--- config.mk ---
export PLATFORM = sky130hd
export DESIGN_NAME = motion_path_frame_generator
export DESIGN_NICKNAME = d
export VERILOG_FILES = /design/src/mpfg_pkg.sv /design/src/mpfg_datapath.sv /design/src/mpfg_ctrl.sv /design/src/motion_path_frame_generator.sv
export SDC_FILE = /design/constraint.sdc
export NUM_CORES = 2
export LEC_CHECK = 0
export ABC_CLOCK_PERIOD_IN_PS = 28600
export BUFFER_PORTS_ARGS = -buffer_cell sky130_fd_sc_hd__buf_2
export CAP_MARGIN = 40
export CORE_UTILIZATION = 25
export DETAILED_ROUTE_END_ITERATION = 7
export SYNTH_ARGS = -nofsm -noshare
export SYNTH_HDL_FRONTEND = slang
export SYNTH_SLANG_ARGS = --single-unit
--- constraint.sdc ---
create_clock -name clk_i -period 28.6 [get_ports clk_i]
set_clock_uncertainty 0.1 [all_clocks]
set_input_delay 2.86 -clock clk_i [delete_from_list [all_inputs] [get_ports clk_i]]
set_output_delay 2.86 -clock clk_i [all_outputs]
set_load 0.01 [all_outputs]
--- src/mpfg_pkg.sv ---
// Package for the motion path frame generator: shared types and constants.
// Used by the controller, the datapath and the top level.
`default_nettype none
package mpfg_pkg;

  localparam int unsigned TABLE_LEN = 24;
  localparam int unsigned POS_W = 34;
  localparam int unsigned GAIN_Q24 = 10188014;

  typedef enum logic [2:0] {
    CMD_NONE,
    CMD_DIV_START,
    CMD_DIV_STEP,
    CMD_DIV_STORE,
    CMD_ROT_LOAD,
    CMD_ROT_STEP,
    CMD_ROT_STORE,
    CMD_TRANSLATE
  } cmd_e;

  typedef struct packed {
    cmd_e        op;
    logic [1:0]  div_sel;
  } ctrl_t;

  typedef struct packed {
    logic div_zero;
    logic rotating;
    logic turn_zero;
    logic frames_zero;
  } stat_t;

  function automatic logic signed [39:0] atan_entry(input logic [4:0] i);
    logic signed [39:0] r;
    case (i)
      5'd0: r = 40'sd294912000;
      5'd1: r = 40'sd174096719;
      5'd2: r = 40'sd91987925;
      5'd3: r = 40'sd46694507;
      5'd4: r = 40'sd23437865;
      5'd5: r = 40'sd11730358;
      5'd6: r = 40'sd5866610;
      5'd7: r = 40'sd2933484;
      5'd8: r = 40'sd1466764;
      5'd9: r = 40'sd733385;
      5'd10: r = 40'sd366693;
      5'd11: r = 40'sd183346;
      5'd12: r = 40'sd91673;
      5'd13: r = 40'sd45837;
      5'd14: r = 40'sd22918;
      5'd15: r = 40'sd11459;
      5'd16: r = 40'sd5730;
      5'd17: r = 40'sd2865;
      5'd18: r = 40'sd1432;
      5'd19: r = 40'sd716;
      5'd20: r = 40'sd358;
      5'd21: r = 40'sd179;
      5'd22: r = 40'sd90;
      5'd23: r = 40'sd45;
      default: r = 40'sd0;
    endcase
    return r;
  endfunction

endpackage
`default_nettype wire

--- src/mpfg_datapath.sv ---
// Datapath of the motion path frame generator: segment state, a restoring
// divider, gain scaling and a shared CORDIC stage. Depends on mpfg_pkg.
`default_nettype none
module mpfg_datapath #(
  parameter int unsigned FRAC_BITS = 16
) (
  input  wire logic                clk_i,
  input  wire logic                rst_ni,
  input  mpfg_pkg::ctrl_t          ctrl_i,
  input  wire logic [4:0]          iter_i,
  input  wire logic                load_i,
  input  wire logic signed [12:0]  move_x_i,
  input  wire logic signed [12:0]  move_y_i,
  input  wire logic [7:0]          seconds_i,
  input  wire logic signed [19:0]  angle_centideg_i,
  input  wire logic [6:0]          frame_rate_i,
  input  wire logic                tick_i,
  input  wire logic                out_load_i,
  output mpfg_pkg::stat_t          stat_o,
  output logic signed [15:0]       disp_x_o,
  output logic signed [15:0]       disp_y_o,
  output logic                     segment_done_o,
  output logic                     no_frames_left_o
);
  import mpfg_pkg::*;

  localparam int unsigned NW = 13 + FRAC_BITS;
  localparam int unsigned EW = POS_W + 2;
  localparam int unsigned TURN_RECIP = 954438;

  logic signed [POS_W-1:0] pos_x_q, pos_y_q, step_x_q, step_y_q;
  logic signed [12:0] pivot_x_q, pivot_y_q;
  logic signed [19:0] turn_q;
  logic [14:0] frames_rem_q;
  logic [14:0] frames_q;
  logic rotating_q;

  logic signed [12:0] mx_q, my_q;
  logic signed [19:0] ang_q;
  logic done_q, empty_q;

  logic [NW-1:0] rem_q, quo_q;
  logic [NW-1:0] num_q;
  logic neg_q;
  logic [NW:0] trial;

  logic signed [EW-1:0] cx_q, cy_q;
  logic signed [39:0] cz_q;
  logic signed [POS_W-1:0] px, py;
  logic signed [EW-1:0] xs, ys;
  logic signed [EW-1:0] sum_x, sum_y;
  logic signed [POS_W-1:0] sat_x, sat_y;
  logic signed [POS_W:0] tr_x, tr_y;
  logic signed [POS_W-1:0] tsat_x, tsat_y;
  logic signed [POS_W:0] dx, dy;
  logic signed [POS_W+25:0] gx, gy;
  logic signed [20:0] ang_b, amod_w;
  logic [39:0] recip_p;
  logic [4:0] wrap_q;
  logic signed [19:0] amod;
  logic signed [19:0] ared;
  logic [15:0] frames_full;
  logic signed [NW-1:0] quo_s;

  function automatic logic signed [POS_W-1:0] sat_e(input logic signed [EW-1:0] v);
    logic signed [EW-1:0] mx, mn;
    mx = EW'((64'sd1 <<< (POS_W - 1)) - 64'sd1);
    mn = -mx - EW'(1);
    if (v > mx) return mx[POS_W-1:0];
    if (v < mn) return mn[POS_W-1:0];
    return v[POS_W-1:0];
  endfunction

  function automatic logic signed [15:0] out16(input logic signed [POS_W-1:0] p);
    logic signed [POS_W-1:0] i;
    i = (p >= 0) ? (p >>> FRAC_BITS) : -((-p) >>> FRAC_BITS);
    if (i > 32767) return 16'sh7fff;
    if (i < -32768) return 16'sh8000;
    return i[15:0];
  endfunction

  assign frames_full = 16'(seconds_i) * 16'(frame_rate_i);
  assign trial = {rem_q, num_q[NW-1]} - {1'b0, NW'(frames_q)};
  assign quo_s = neg_q ? -$signed(quo_q) : $signed(quo_q);

  assign px = POS_W'(pivot_x_q) <<< FRAC_BITS;
  assign py = POS_W'(pivot_y_q) <<< FRAC_BITS;
  assign dx = (POS_W+1)'(pos_x_q) - (POS_W+1)'(px);
  assign dy = (POS_W+1)'(pos_y_q) - (POS_W+1)'(py);
  assign gx = (POS_W+26)'(dx) * (POS_W+26)'($signed({1'b0, 24'(GAIN_Q24)}));
  assign gy = (POS_W+26)'(dy) * (POS_W+26)'($signed({1'b0, 24'(GAIN_Q24)}));

  // The turn is folded into one full circle by a reciprocal multiplication.
  assign ang_b = 21'(turn_q) + 21'sd378000;
  assign recip_p = 40'(ang_b[19:0]) * 40'(TURN_RECIP);
  assign amod_w = ang_b - 21'sd18000 - $signed(21'(wrap_q)) * 21'sd36000;
  assign amod = amod_w[19:0];
  always_comb begin
    ared = amod;
    if (ared > 20'sd18000) ared = ared - 20'sd36000;
    if (ared < -20'sd18000) ared = ared + 20'sd36000;
  end

  assign xs = cx_q >>> iter_i;
  assign ys = cy_q >>> iter_i;
  assign sum_x = EW'(px) + cx_q;
  assign sum_y = EW'(py) + cy_q;
  assign sat_x = sat_e(sum_x);
  assign sat_y = sat_e(sum_y);
  assign tr_x = (POS_W+1)'(pos_x_q) + (POS_W+1)'(step_x_q);
  assign tr_y = (POS_W+1)'(pos_y_q) + (POS_W+1)'(step_y_q);
  assign tsat_x = sat_e(EW'(tr_x));
  assign tsat_y = sat_e(EW'(tr_y));

  always_ff @(posedge clk_i or negedge rst_ni) begin
    if (!rst_ni) begin
      pos_x_q <= '0;
      pos_y_q <= '0;
      step_x_q <= '0;
      step_y_q <= '0;
      pivot_x_q <= '0;
      pivot_y_q <= '0;
      turn_q <= '0;
      frames_rem_q <= '0;
      frames_q <= '0;
      rotating_q <= 1'b0;
    end else begin
      if (load_i) begin
        frames_rem_q <= frames_full[14:0];
        frames_q <= frames_full[14:0];
        step_x_q <= '0;
        step_y_q <= '0;
        turn_q <= '0;
        rotating_q <= (angle_centideg_i != 20'sd0);
        if (angle_centideg_i != 20'sd0) begin
          pivot_x_q <= move_x_i;
          pivot_y_q <= move_y_i;
        end
      end
      if (ctrl_i.op == CMD_DIV_STORE) begin
        case (ctrl_i.div_sel)
          2'd0: step_x_q <= POS_W'(quo_s);
          2'd1: step_y_q <= POS_W'(quo_s);
          default: turn_q <= 20'(quo_s);
        endcase
      end
      if (ctrl_i.op == CMD_TRANSLATE) begin
        pos_x_q <= tsat_x;
        pos_y_q <= tsat_y;
      end
      if (ctrl_i.op == CMD_ROT_STORE) begin
        pos_x_q <= sat_x;
        pos_y_q <= sat_y;
      end
      if (tick_i && frames_rem_q != '0) frames_rem_q <= frames_rem_q - 15'd1;
    end
  end

  always_ff @(posedge clk_i) begin
    wrap_q <= recip_p[39:35];
  end

  always_ff @(posedge clk_i) begin
    if (load_i) begin
      mx_q <= move_x_i;
      my_q <= move_y_i;
      ang_q <= angle_centideg_i;
    end
    case (ctrl_i.op)
      CMD_DIV_START: begin
        rem_q <= '0;
        quo_q <= '0;
        case (ctrl_i.div_sel)
          2'd0: begin
            neg_q <= mx_q[12];
            num_q <= mx_q[12] ? NW'(-(NW'(mx_q) <<< FRAC_BITS))
                              : NW'(NW'(mx_q) <<< FRAC_BITS);
          end
          2'd1: begin
            neg_q <= my_q[12];
            num_q <= my_q[12] ? NW'(-(NW'(my_q) <<< FRAC_BITS))
                              : NW'(NW'(my_q) <<< FRAC_BITS);
          end
          default: begin
            neg_q <= ang_q[19];
            num_q <= ang_q[19] ? NW'(-(NW'(ang_q))) : NW'(NW'(ang_q));
          end
        endcase
      end
      CMD_DIV_STEP: begin
        num_q <= num_q << 1;
        if (!trial[NW]) begin
          rem_q <= trial[NW-1:0];
          quo_q <= {quo_q[NW-2:0], 1'b1};
        end else begin
          rem_q <= {rem_q[NW-2:0], num_q[NW-1]};
          quo_q <= {quo_q[NW-2:0], 1'b0};
        end
      end
      CMD_ROT_LOAD: begin
        if (ared > 20'sd9000) begin
          cx_q <= -EW'(gx >>> 24);
          cy_q <= -EW'(gy >>> 24);
          cz_q <= 40'(ared - 20'sd18000) * 40'sd65536;
        end else if (ared < -20'sd9000) begin
          cx_q <= -EW'(gx >>> 24);
          cy_q <= -EW'(gy >>> 24);
          cz_q <= 40'(ared + 20'sd18000) * 40'sd65536;
        end else begin
          cx_q <= EW'(gx >>> 24);
          cy_q <= EW'(gy >>> 24);
          cz_q <= 40'(ared) * 40'sd65536;
        end
      end
      CMD_ROT_STEP: begin
        if (cz_q >= 0) begin
          cx_q <= cx_q - ys;
          cy_q <= cy_q + xs;
          cz_q <= cz_q - atan_entry(iter_i);
        end else begin
          cx_q <= cx_q + ys;
          cy_q <= cy_q - xs;
          cz_q <= cz_q + atan_entry(iter_i);
        end
      end
      default: begin
      end
    endcase
  end

  always_ff @(posedge clk_i) begin
    if (tick_i) begin
      done_q <= (frames_rem_q == 15'd1);
      empty_q <= (frames_rem_q == '0);
    end
  end

  always_ff @(posedge clk_i or negedge rst_ni) begin
    if (!rst_ni) begin
      disp_x_o <= '0;
      disp_y_o <= '0;
      segment_done_o <= 1'b0;
      no_frames_left_o <= 1'b0;
    end else if (out_load_i) begin
      disp_x_o <= out16(pos_x_q);
      disp_y_o <= out16(pos_y_q);
      segment_done_o <= done_q;
      no_frames_left_o <= empty_q;
    end
  end

  assign stat_o.div_zero = 1'b0;
  assign stat_o.rotating = rotating_q;
  assign stat_o.turn_zero = (turn_q == '0);
  assign stat_o.frames_zero = (frames_rem_q == '0);
endmodule
`default_nettype wire

--- src/mpfg_ctrl.sv ---
// Controller of the motion path frame generator: sequences segment divisions
// and per-frame updates. Depends on mpfg_pkg.
`default_nettype none
module mpfg_ctrl #(
  parameter int unsigned FRAC_BITS = 16,
  parameter int unsigned CORDIC_STEPS = 16
) (
  input  wire logic        clk_i,
  input  wire logic        rst_ni,
  input  wire logic        in_valid_i,
  output logic             in_stall_o,
  input  wire logic        action_i,
  input  wire logic        angle_nz_i,
  input  wire logic        frames_nz_i,
  input  mpfg_pkg::stat_t  stat_i,
  output mpfg_pkg::ctrl_t  ctrl_o,
  output logic [4:0]       iter_o,
  output logic             load_o,
  output logic             tick_o,
  output logic             out_load_o,
  output logic             out_valid_o,
  input  wire logic        out_stall_i
);
  import mpfg_pkg::*;

  localparam int unsigned NW = 13 + FRAC_BITS;
  localparam int unsigned STEPS = (CORDIC_STEPS < TABLE_LEN) ? CORDIC_STEPS : TABLE_LEN;

  typedef enum logic [3:0] {
    ST_IDLE, ST_DSTART, ST_DSTEP, ST_DSTORE, ST_TICK, ST_RLOAD, ST_RSTEP,
    ST_RSTORE, ST_TRANS, ST_OUT
  } state_e;

  state_e state_q;
  logic [5:0] cnt_q;
  logic [1:0] sel_q;
  logic last_sel_q;
  logic accept;

  assign in_stall_o = (state_q != ST_IDLE);
  assign accept = in_valid_i && !in_stall_o;
  assign load_o = accept && !action_i;
  assign iter_o = cnt_q[4:0];
  assign tick_o = (state_q == ST_TICK);
  assign out_load_o = (state_q == ST_OUT) && (!out_valid_o || !out_stall_i);

  always_comb begin
    ctrl_o.div_sel = sel_q;
    case (state_q)
      ST_DSTART: ctrl_o.op = CMD_DIV_START;
      ST_DSTEP: ctrl_o.op = CMD_DIV_STEP;
      ST_DSTORE: ctrl_o.op = CMD_DIV_STORE;
      ST_RLOAD: ctrl_o.op = CMD_ROT_LOAD;
      ST_RSTEP: ctrl_o.op = CMD_ROT_STEP;
      ST_RSTORE: ctrl_o.op = CMD_ROT_STORE;
      ST_TRANS: ctrl_o.op = CMD_TRANSLATE;
      default: ctrl_o.op = CMD_NONE;
    endcase
  end

  always_ff @(posedge clk_i or negedge rst_ni) begin
    if (!rst_ni) begin
      state_q <= ST_IDLE;
      cnt_q <= '0;
      sel_q <= '0;
      last_sel_q <= 1'b0;
      out_valid_o <= 1'b0;
    end else begin
      if (out_load_o) out_valid_o <= 1'b1;
      else if (out_valid_o && !out_stall_i) out_valid_o <= 1'b0;
      case (state_q)
        ST_IDLE: begin
          if (accept) begin
            if (action_i) begin
              state_q <= ST_TICK;
            end else if (frames_nz_i) begin
              sel_q <= angle_nz_i ? 2'd2 : 2'd0;
              last_sel_q <= angle_nz_i;
              state_q <= ST_DSTART;
            end
          end
        end
        ST_DSTART: begin
          cnt_q <= '0;
          state_q <= ST_DSTEP;
        end
        ST_DSTEP: begin
          cnt_q <= cnt_q + 6'd1;
          if (cnt_q == 6'(NW - 1)) state_q <= ST_DSTORE;
        end
        ST_DSTORE: begin
          if (last_sel_q || sel_q == 2'd1) begin
            state_q <= ST_IDLE;
          end else begin
            sel_q <= 2'd1;
            state_q <= ST_DSTART;
          end
        end
        ST_TICK: begin
          if (stat_i.frames_zero) state_q <= ST_OUT;
          else if (!stat_i.rotating) state_q <= ST_TRANS;
          else if (stat_i.turn_zero) state_q <= ST_OUT;
          else state_q <= ST_RLOAD;
        end
        ST_RLOAD: begin
          cnt_q <= '0;
          state_q <= ST_RSTEP;
        end
        ST_RSTEP: begin
          cnt_q <= cnt_q + 6'd1;
          if (cnt_q == 6'(STEPS - 1)) state_q <= ST_RSTORE;
        end
        ST_RSTORE: state_q <= ST_OUT;
        ST_TRANS: state_q <= ST_OUT;
        ST_OUT: begin
          if (out_load_o) state_q <= ST_IDLE;
        end
        default: state_q <= ST_IDLE;
      endcase
    end
  end
endmodule
`default_nettype wire

--- src/motion_path_frame_generator.sv ---
// Top level of the motion path frame generator; joins mpfg_ctrl and
// mpfg_datapath and holds the frame_rate register. Depends on mpfg_pkg.
// A segment start with zero frames only loads the segment; otherwise it also runs the two
// step divisions, or one turn division for a rotation. A tick goes straight to output when
// exhausted or the turn is zero, translates when not rotating, and else runs the CORDIC
// rotation steps; outputs are registered. Reset clears state and sets frame_rate to 30.
`default_nettype none
module motion_path_frame_generator #(
  parameter int unsigned FRAC_BITS = 16,
  parameter int unsigned CORDIC_STEPS = 16
) (
  input  wire logic               clk_i,
  input  wire logic               rst_ni,
  input  wire logic               cfg_valid_i,
  output logic                    cfg_ready_o,
  input  wire logic [6:0]         cfg_data_i,
  input  wire logic               in_valid_i,
  output logic                    in_stall_o,
  input  wire logic               action_i,
  input  wire logic signed [12:0] move_x_i,
  input  wire logic signed [12:0] move_y_i,
  input  wire logic [7:0]         seconds_i,
  input  wire logic signed [19:0] angle_centideg_i,
  output logic                    out_valid_o,
  input  wire logic               out_stall_i,
  output logic signed [15:0]      disp_x_o,
  output logic signed [15:0]      disp_y_o,
  output logic                    segment_done_o,
  output logic                    no_frames_left_o
);
  import mpfg_pkg::*;

  logic [6:0] frame_rate_q;
  ctrl_t ctrl;
  stat_t stat;
  logic [4:0] iter;
  logic load, tick;
  logic out_load;
  logic frames_nz;

  assign cfg_ready_o = 1'b1;
  assign frames_nz = (seconds_i != '0) && (frame_rate_q != '0);

  always_ff @(posedge clk_i or negedge rst_ni) begin
    if (!rst_ni) frame_rate_q <= 7'd30;
    else if (cfg_valid_i) frame_rate_q <= cfg_data_i;
  end

  mpfg_ctrl #(.FRAC_BITS(FRAC_BITS), .CORDIC_STEPS(CORDIC_STEPS)) u_ctrl (
    .clk_i, .rst_ni, .in_valid_i, .in_stall_o, .action_i,
    .angle_nz_i(angle_centideg_i != 20'sd0), .frames_nz_i(frames_nz),
    .stat_i(stat), .ctrl_o(ctrl), .iter_o(iter), .load_o(load), .tick_o(tick),
    .out_load_o(out_load), .out_valid_o, .out_stall_i
  );

  mpfg_datapath #(.FRAC_BITS(FRAC_BITS)) u_dp (
    .clk_i, .rst_ni, .ctrl_i(ctrl), .iter_i(iter), .load_i(load),
    .move_x_i, .move_y_i, .seconds_i, .angle_centideg_i,
    .frame_rate_i(frame_rate_q), .tick_i(tick), .out_load_i(out_load), .stat_o(stat),
    .disp_x_o, .disp_y_o, .segment_done_o, .no_frames_left_o
  );
endmodule
`default_nettype wire

==> impl_metrics.tcl <==
set metrics [dict create \
    use_met3_pct 2.41 \
    dp_hpwl_um 215000 \
    slew_violations 0 \
    num_vias 67500 \
    fin_nets 11700 \
    hold_path_class "register to register" \
    firstDrtPassIters 8 \
    synth_top_area_share_pct 23.7 \
    required_ps 29050 \
    routed_wl_um 259000 \
    cp_slowest_cell "a21oi_1" \
    timing.fmax_mhz 80.6 \
    syn_area_mm2 0.0869 \
    syn_inst 9516 \
    arrival_ps 12860 \
    via_per_inst 4.76 \
    core_mm2 0.346 \
    slowest_delay_ps 590 \
    port_buffers 102 \
    finalCriticalPeriod_ps 12410 \
    hold-worst-slack_ps 376 \
    postCtsHoldBufs 0 \
    synth-seq-cells 521 \
    clk_path_buf_depth 3 \
    met2_usage_pct 23.8 \
    synthTopCellsByArea "fa_1 (24%), ha_1 (16%), edfxtp_1 (8.6%)" \
    synth_edf_count 248 \
    drc 2 \
    syn_to_final_growth_pct 10.0 \
    fin_crit_sh_pct 43.4 \
    fp.dieH_um 591 \
    initial_core_util_pct 25.1 \
    finalHoldViolCount 0 \
    synth.distinct_cells 122 \
    row_count 216 \
    startpoint_type "register" \
    finish.utilization_pct 27.6 \
    worst_slew_pin_slew_ps 989 \
    layout_common_cells "inv_1 (1575), ha_1 (1089), fa_1 (1029)" \
    violations "DRC" \
    cts_setup_buffers 0 \
    setup_viol 0 \
    synth_largest_area_cell "fa_1" \
    grt_pass1_wl_um 406000 \
    grt_max_degree 89 \
    boundaryPins 104 \
    use_met1_pct 20.2 \
    post_drt_wl_per_cell_um 18.3 \
    die-area_mm2 0.350 \
    htree_levels 3 \
    end_kind "register" \
    clock-sinks 521 \
    rsz0062_at_grt "false" \
    synthFlopType "dfrtp_1" \
    gp_congestion 0.956 \
    overflow 0 \
    cts_made_buffers 66 \
    detail-route-antenna-nets 0 \
    die_w_um 591 \
    cp_max_fo 11 \
    drive_above_1_share_pct 6.30 \
    grt_pass1_vias 67700 \
    syn_avg_cell_area_um2 9.13 \
    busiest_layer "met2" \
    status "finished, violations left" \
    slew_headroom_pct 33.8 \
    tns_ps 0 \
    cts-resized-gates 0 \
    mostFrequentLayoutCell "inv_1" \
    initialDrtViolationCount 4988 \
    synth_nets 11700 \
    clk-insertion-delay-late_ps 690 \
    clock_tree.root_cell "clkbuf_16" \
    clk_pin_slew_ps 70 \
    cap_violations 0 \
    critical_path_class "register to register" \
    yosysWarnings 0 \
    antenna_found_initial 13 \
    grt_usage_pct 14.8 \
    synth_seq_area_share_pct 16.4 \
    tritoncts "yes" \
    async_reset_ff_share_pct 51.4 \
]
==> through the flow <==
step	instance area [µm²]	std cells	setup WS (ps)
floorplan	86900	9516	15000
CTS	95500	14200	16220
finish	95600	14200	16190
global route	95600	14200	15070
detailed placement	93300	14000	16310
global placement	92900	14000	16400
==> flip-flops by register name (all words and copies together), names as in the netlist, 13 cells and up <==
name,cells
u_dp.pivot_y_q,13
u_dp.frames_rem_q,15
u_dp.turn_q,20
u_dp.quo_q,29
u_dp.cy_q,36
u_dp.mx_q,13
u_dp.disp_y_o,16
u_dp.step_x_q,34
u_dp.num_q,29
u_dp.disp_x_o,16
u_dp.rem_q,29
u_dp.pivot_x_q,13
u_dp.ang_q,20
u_dp.my_q,13
u_dp.step_y_q,34
u_dp.pos_y_q,34
u_dp.pos_x_q,34
u_dp.frames_q,15
u_dp.cz_q,40
u_dp.cx_q,36
==> metal layers <==
layer / vias to the layer above / wire length (µm)
li1: 32100 / -
met1: 33300 / 115000
met2: 1843 / 117000
met3: 338 / 16500
met4: 4 / 10100
met5: - / 27
==> synth_stat cells (16+ instances only) <==
cell type  number
inv_1        1576
ha_1         1089
fa_1         1029
nand2_1       760
nor2_1        571
a21oi_1       515
o21ai_0       504
xnor2_1       387
dfrtp_1       264
xor2_1        260
edfxtp_1      248
clkbuf_1      235
a21o_1        140
nor3_1        135
nand3_1       134
mux2i_1       101
nand2b_1       81
nor2b_1        74
and2_1         73
o21a_1         71
a211oi_1       70
and3_1         69
a31oi_1        66
mux2_2         66
o31ai_1        64
o211ai_1       63
or3_1          61
or2_2          54
o21bai_1       50
nor4_1         46
mux4_2         43
nand4_1        37
a22o_1         36
a21boi_0       34
buf_1          33
or4_1          30
o21ai_1        25
buf_2          21
nand3b_1       20
o22a_1         19
a32oi_1        18
o41ai_1        18
a211o_1        16
==> logic make-up after synthesis <==
group,after synthesis,share of synthesized area (%)
compound gates,1927,14.3
xor+xnor,654,6.68
fa+ha+maj,2120,39.4
buf+inv,1874,8.15
flops,521,16.4
mux,210,3.13
other cells,1,0.00432
simple gates,2209,11.9
==> final cells by class <==
cell class                 count  area, µm²
sequential                   521      14300
multi-input combinational   7121      65600
clock inverter                30        422
tap                         4578       5730
fill                       36900     250000
antenna                       12       30.0
timing repair buffer         243       1690
clock buffer                  90       1870
inverter                    1581       5940
==> critical path, delay by kind of cell, from the launching register on <==
family          cells  cell delay (ps)
compound gates     22             4460
fa+ha+maj           9             4270
simple gates       11             2270
flops               1              550
buf+inv             4              460
xor+xnor            1              140
==> path summary, 6_finish.rpt <==
kind                                      to               from  slack (ps)  depth (start not counted)
hold reg to reg            u_ctrl.last_sel_q  u_ctrl.last_sel_q         380                          2
setup / recovery               u_dp.cy_q[27]   u_dp.pos_y_q[17]       16190                         47
hold / removal             u_ctrl.last_sel_q  u_ctrl.last_sel_q         380                          2
max in group asynchronous    u_ctrl.cnt_q[1]             rst_ni       24970                          2
setup reg to reg               u_dp.cy_q[27]   u_dp.pos_y_q[17]       16190                         47
min in group asynchronous  u_dp.disp_y_o[13]             rst_ni        2030                          1
Power is left out: the tool's default activity adds up to more than one toggle a clock period on the data nets, which glitch-free logic cannot reach.
